File: src/rtl/core/mtfk_pkg.sv
`timescale 1ns / 1ps
package mtfk_pkg;

   localparam int CACHE_ENTRIES = 64;
   localparam int NUM_W = 24;
   localparam int GEN_W = 16;
   localparam int POS_W = 6;

   typedef struct packed {
      logic [NUM_W-1:0] object_number;
      logic [GEN_W-1:0] generation;
      logic             print_mode;
      logic             special;
      logic             valid;
   } entry_type;

   typedef struct packed {
      logic [NUM_W-1:0] object_number;
      logic [GEN_W-1:0] generation;
      logic             print_mode;
      logic             is_special_kind;
      logic             create_ok;
   } key_type;

   // per-cycle control shared by every cell
   typedef struct packed {
      logic capture;
      logic update;
   } cell_ctl_type;

   // data rippling down the row during the update cycle
   typedef struct packed {
      logic             seen;
      entry_type        found;
      logic [POS_W-1:0] pos;
   } chain_type;

endpackage

File: src/rtl/core/mtfk_cell.sv
`timescale 1ns / 1ps
module mtfk_cell (
   input  logic                          clock,
   input  logic                          reset,
   input  mtfk_pkg::cell_ctl_type        ctl,
   input  mtfk_pkg::key_type             key,
   input  logic [mtfk_pkg::POS_W-1:0]    cell_pos,
   input  mtfk_pkg::entry_type           prev_entry,
   input  mtfk_pkg::chain_type           chain_in,
   output mtfk_pkg::chain_type           chain_out,
   output mtfk_pkg::entry_type           entry
);

   mtfk_pkg::entry_type entry_ff;
   logic                match_ff;
   logic                match_in;
   logic                first;

   assign match_in = entry_ff.valid
                     && (entry_ff.object_number == key.object_number)
                     && (entry_ff.generation == key.generation)
                     && (!entry_ff.special || (entry_ff.print_mode == key.print_mode));

   // first match in order: no match in any earlier cell
   assign first = match_ff && !chain_in.seen;

   always_comb begin
      chain_out.seen  = chain_in.seen | match_ff;
      chain_out.found = first ? entry_ff : chain_in.found;
      chain_out.pos   = first ? cell_pos : chain_in.pos;
   end

   assign entry = entry_ff;

   always_ff @(posedge clock) begin
      if (reset) begin
         entry_ff <= '0;
         match_ff <= 1'b0;
      end else begin
         if (ctl.capture) begin
            match_ff <= match_in;
         end
         // cells up to and including the hit (all cells on a miss) take the neighbor's entry
         if (ctl.update && !chain_in.seen) begin
            entry_ff <= prev_entry;
         end
      end
   end

endmodule

File: config.mk
export PLATFORM = sky130hd
export DESIGN_NAME = mtfk_cell
export DESIGN_NICKNAME = d
export VERILOG_FILES = /design/src/rtl/core/mtfk_pkg.sv /design/src/rtl/core/mtfk_cell.sv
export SDC_FILE = /design/constraint.sdc
export NUM_CORES = 1
export LEC_CHECK = 0
export BUFFER_PORTS_ARGS = -buffer_cell sky130_fd_sc_hd__buf_2
export CAP_MARGIN = 20
export CORE_AREA = 2 2 92 94
export CTS_CLUSTER_SIZE = 12
export DETAILED_ROUTE_END_ITERATION = 7
export DIE_AREA = 0 0 94 96
export PLACE_DENSITY_LB_ADDON = 0.08
export SYNTH_ARGS = -nofsm -noshare
export SYNTH_HDL_FRONTEND = slang
export SYNTH_SLANG_ARGS = --single-unit
File: constraint.sdc
create_clock -name clock -period 1.6 [get_ports clock]
set_input_delay 0.32 -clock clock [delete_from_list [all_inputs] [get_ports clock]]
set_output_delay 0.32 -clock clock [all_outputs]
set_load 0.02 [all_outputs]
==> impl_metrics.env <==
export IMPL_run_status="complete, but fails checks"
export IMPL_violations="setup timing"
export IMPL_async_flop_share_pct=0
export IMPL_post_route_util_pct=50.44
export IMPL_cts_max_level=2
export IMPL_drc=0
export IMPL_drive_above_1_share_pct=55.90
export IMPL_r2r_start="entry[25]$_SDFFE_PP0P_"
export IMPL_reg2regPathDepth=6
export IMPL_period_share_pct=109.7
export IMPL_dr_pass1_iters=4
export IMPL_synthFlopType="dfxtp_1"
export IMPL_finalCriticalPeriod_ns=1.756
export IMPL_crit_required_ns=1.28
export IMPL_yosys_warnings=0
export IMPL_io_pins=239
export IMPL_path_delay_family="multiplexers"
export IMPL_cts_buffers=5
export IMPL_place_congestion=0.7610
export IMPL_cts_tree="yes"
export IMPL_wl_per_cell_um=14.28
export IMPL_io_buffers=236
export IMPL_p_per_area_mw_per_mm2=640.7
export IMPL_critPathLaunchType="flip-flop"
export IMPL_endpoint_kind="output pin"
export IMPL_worst_pin_slew_ns=0.4878
export IMPL_cts_buffer_depth=2
export IMPL_synth_top_area_share_pct=34.13
export IMPL_grt_pass1_wl_um=13110
export IMPL_dp_hpwl_um=7286
export IMPL_max_freq_ghz=0.5696
export IMPL_grt_max_degree=45
export IMPL_critPathCapture="chain_out[24]"
export IMPL_setup_tns_ns=-6.312
export IMPL_synth_nets=452
export IMPL_fin_skew_ns=0.003154
export IMPL_area_growth_pct=57.34
export IMPL_drt_total_wl_um=9238
export IMPL_ir_drop_mv=0.3249
export IMPL_cts_sinks=44
export IMPL_crit_slowest_cell="mux2_2"
export IMPL_dieArea_mm2=0.009024
export IMPL_synth_most_common_cell="nand2_1"
export IMPL_leakagePower_uw=0.002040
export IMPL_syn_avg_cell_area_um2=8.435
export IMPL_hold_violations=0
export IMPL_synth_cells=306
export IMPL_worstSetupPathType="flip-flop to output pin"
export IMPL_reg2reg_slack_ns=0.12
export IMPL_clock_latency_ns=0.29
export IMPL_drv_slew=0
export IMPL_setup_viol=49
export IMPL_grt_antenna_before_repair=0
export IMPL_slew_headroom_pct=67.48
export IMPL_grt_usage_pct=19.00
export IMPL_row_count=33
export IMPL_report_power_total_uw=2602
export IMPL_die_x_um=94
export IMPL_dr_first_iter_drc_count=74
export IMPL_initial_core_util_pct=32.06
export IMPL_synth_seq_cells=44
export IMPL_clk_pin_slew_ns=0.08
export IMPL_synth_area_mm2=0.002581
export IMPL_finalNetCount=688
export IMPL_hold_ws_ns=0.2576
export IMPL_synth_edff_count=0
export IMPL_antenna_left=0
export IMPL_setup_ws_ns=-0.1557
export IMPL_min_path_type="input pin to flip-flop"
export IMPL_crit_start="match_ff$_SDFFE_PP0P_"
export IMPL_grt_pass1_vias=2630
export IMPL_r2r_end="match_ff$_SDFFE_PP0P_"
export IMPL_postCtsHoldBufs=0
export IMPL_dp_slack_ns=-0.08768
export IMPL_vias=2965
export IMPL_ctsRootBufferMaster="clkbuf_8"
export IMPL_yosysSeqAreaShare_pct=34.13
export IMPL_synth_top_cell_by_area="dfxtp_1"
export IMPL_synth_cell_types=20
export IMPL_synthTopCellsByCount="89 x nand2_1, 44 x dfxtp_1, 43 x a21oi_1"
export IMPL_coreArea_mm2=0.008051
export IMPL_drv_cap=0
export IMPL_crit_buf_inv=2
export IMPL_arrival_ns=1.44
export IMPL_rsz0062_at_grt="yes"
export IMPL_viasPerCell=4.583
export IMPL_max_stage_delay_ns=0.35
export IMPL_crit_cells=4
export IMPL_grt_overflow=0
export IMPL_die_height_um=96
export IMPL_synth_area_leaders="dfxtp_1 34%, mux2_2 17%, nand2_1 13%"
export IMPL_cp_max_fo=20
export IMPL_diodes=0
export IMPL_cp_cell_sequence="nand2b_4 -> buf_12 -> mux2_2 -> buf_2"
## placed cells by master (no fill, tap or decap), types with 2 or more instances in the layout
| cell | count |
|---|---|
| a21oi_1 | 43 |
| buf_12 | 5 |
| buf_2 | 235 |
| buf_4 | 9 |
| clkbuf_8 | 5 |
| dfxtp_1 | 42 |
| dfxtp_2 | 2 |
| mux2_1 | 10 |
| mux2_2 | 39 |
| nand2_1 | 89 |
| nand4_1 | 7 |
| nor4_1 | 3 |
| nor4_2 | 2 |
| xnor2_1 | 20 |
| xor2_1 | 21 |
## power breakdown
part           total (uW)  switching, uW  internal [uW]  leakage [uW]
Combinational         741            391            350       0.00164
Clock                 660            363            297     0.0000410
Sequential           1200           56.8           1140      0.000361
## worst min path at each step
stage	slack (ns)	from	depth (start not counted)	end
2_1_floorplan	0.46	prev_entry[0]	2	entry[0]$_SDFFE_PP0P_
3_3_place_gp	0.48	entry[41]$_SDFFE_PP0P_	2	entry[41]$_SDFFE_PP0P_
3_5_place_dp	0.49	entry[11]$_SDFFE_PP0P_	2	entry[11]$_SDFFE_PP0P_
4_1_cts	0.25	prev_entry[4]	3	entry[4]$_SDFFE_PP0P_
5_1_grt	0.25	prev_entry[31]	3	entry[31]$_SDFFE_PP0P_
6_report	0.26	prev_entry[8]	3	entry[8]$_SDFFE_PP0P_
## metal layers
metal | wire (um) | vias to the layer above | GRT usage, %
li1 | - | 1495 | -
met4 | 126 | 0 | 5.193
met2 | 4531 | 131 | 34.88
met3 | 723 | 9 | 3.602
met1 | 3857 | 1330 | 22.63
met5 | 0 | - | 0
## final cells by class
type                    instances  area, um2
clock buffers                   6      72.57
clock inverters                 1      5.005
fillers                       839       3990
multi-input cells             242       1625
flip-flops and latches         44      883.3
well taps                     105      131.4
repair buffers                249       1344
## metrics by stage
| stage | instance area [um2] | cells |
|---|---|---|
| finish | 4061 | 647 |
| CTS | 4043 | 647 |
| global route | 4061 | 647 |
| detailed placement | 3958 | 640 |
| floorplan | 2581 | 306 |
| global placement | 3958 | 640 |
## flip-flops by register name, summed over array words and instances, names as in the netlist
signal and flops:
match_ff 1, entry 43
## worst min-delay path, delay by kind of cell
kind	cells	cell delay, ns
buf+inv	1	0.09
simple gates	1	0.04
compound gates	1	0.05
## kinds of logic after synthesis
kind of cell | after synthesis | share of synthesized area [%]
XOR/XNOR | 41 | 13.91
AND/OR/NAND/NOR | 108 | 17.93
flip-flops | 44 | 34.12
AO/OA/AOI/OAI | 44 | 8.531
buffers and inverters | 20 | 4.120
multiplexers | 49 | 21.38
## repair_timing
item | CTS | global route
pin swaps | 0 | 2
cloned | 0 | 0
resized for setup | 2 | 4
setup endpoints to repair | 50 | 50
buffers inserted | 0 | 0
Note: power is estimated with default switching activity, not from simulation.
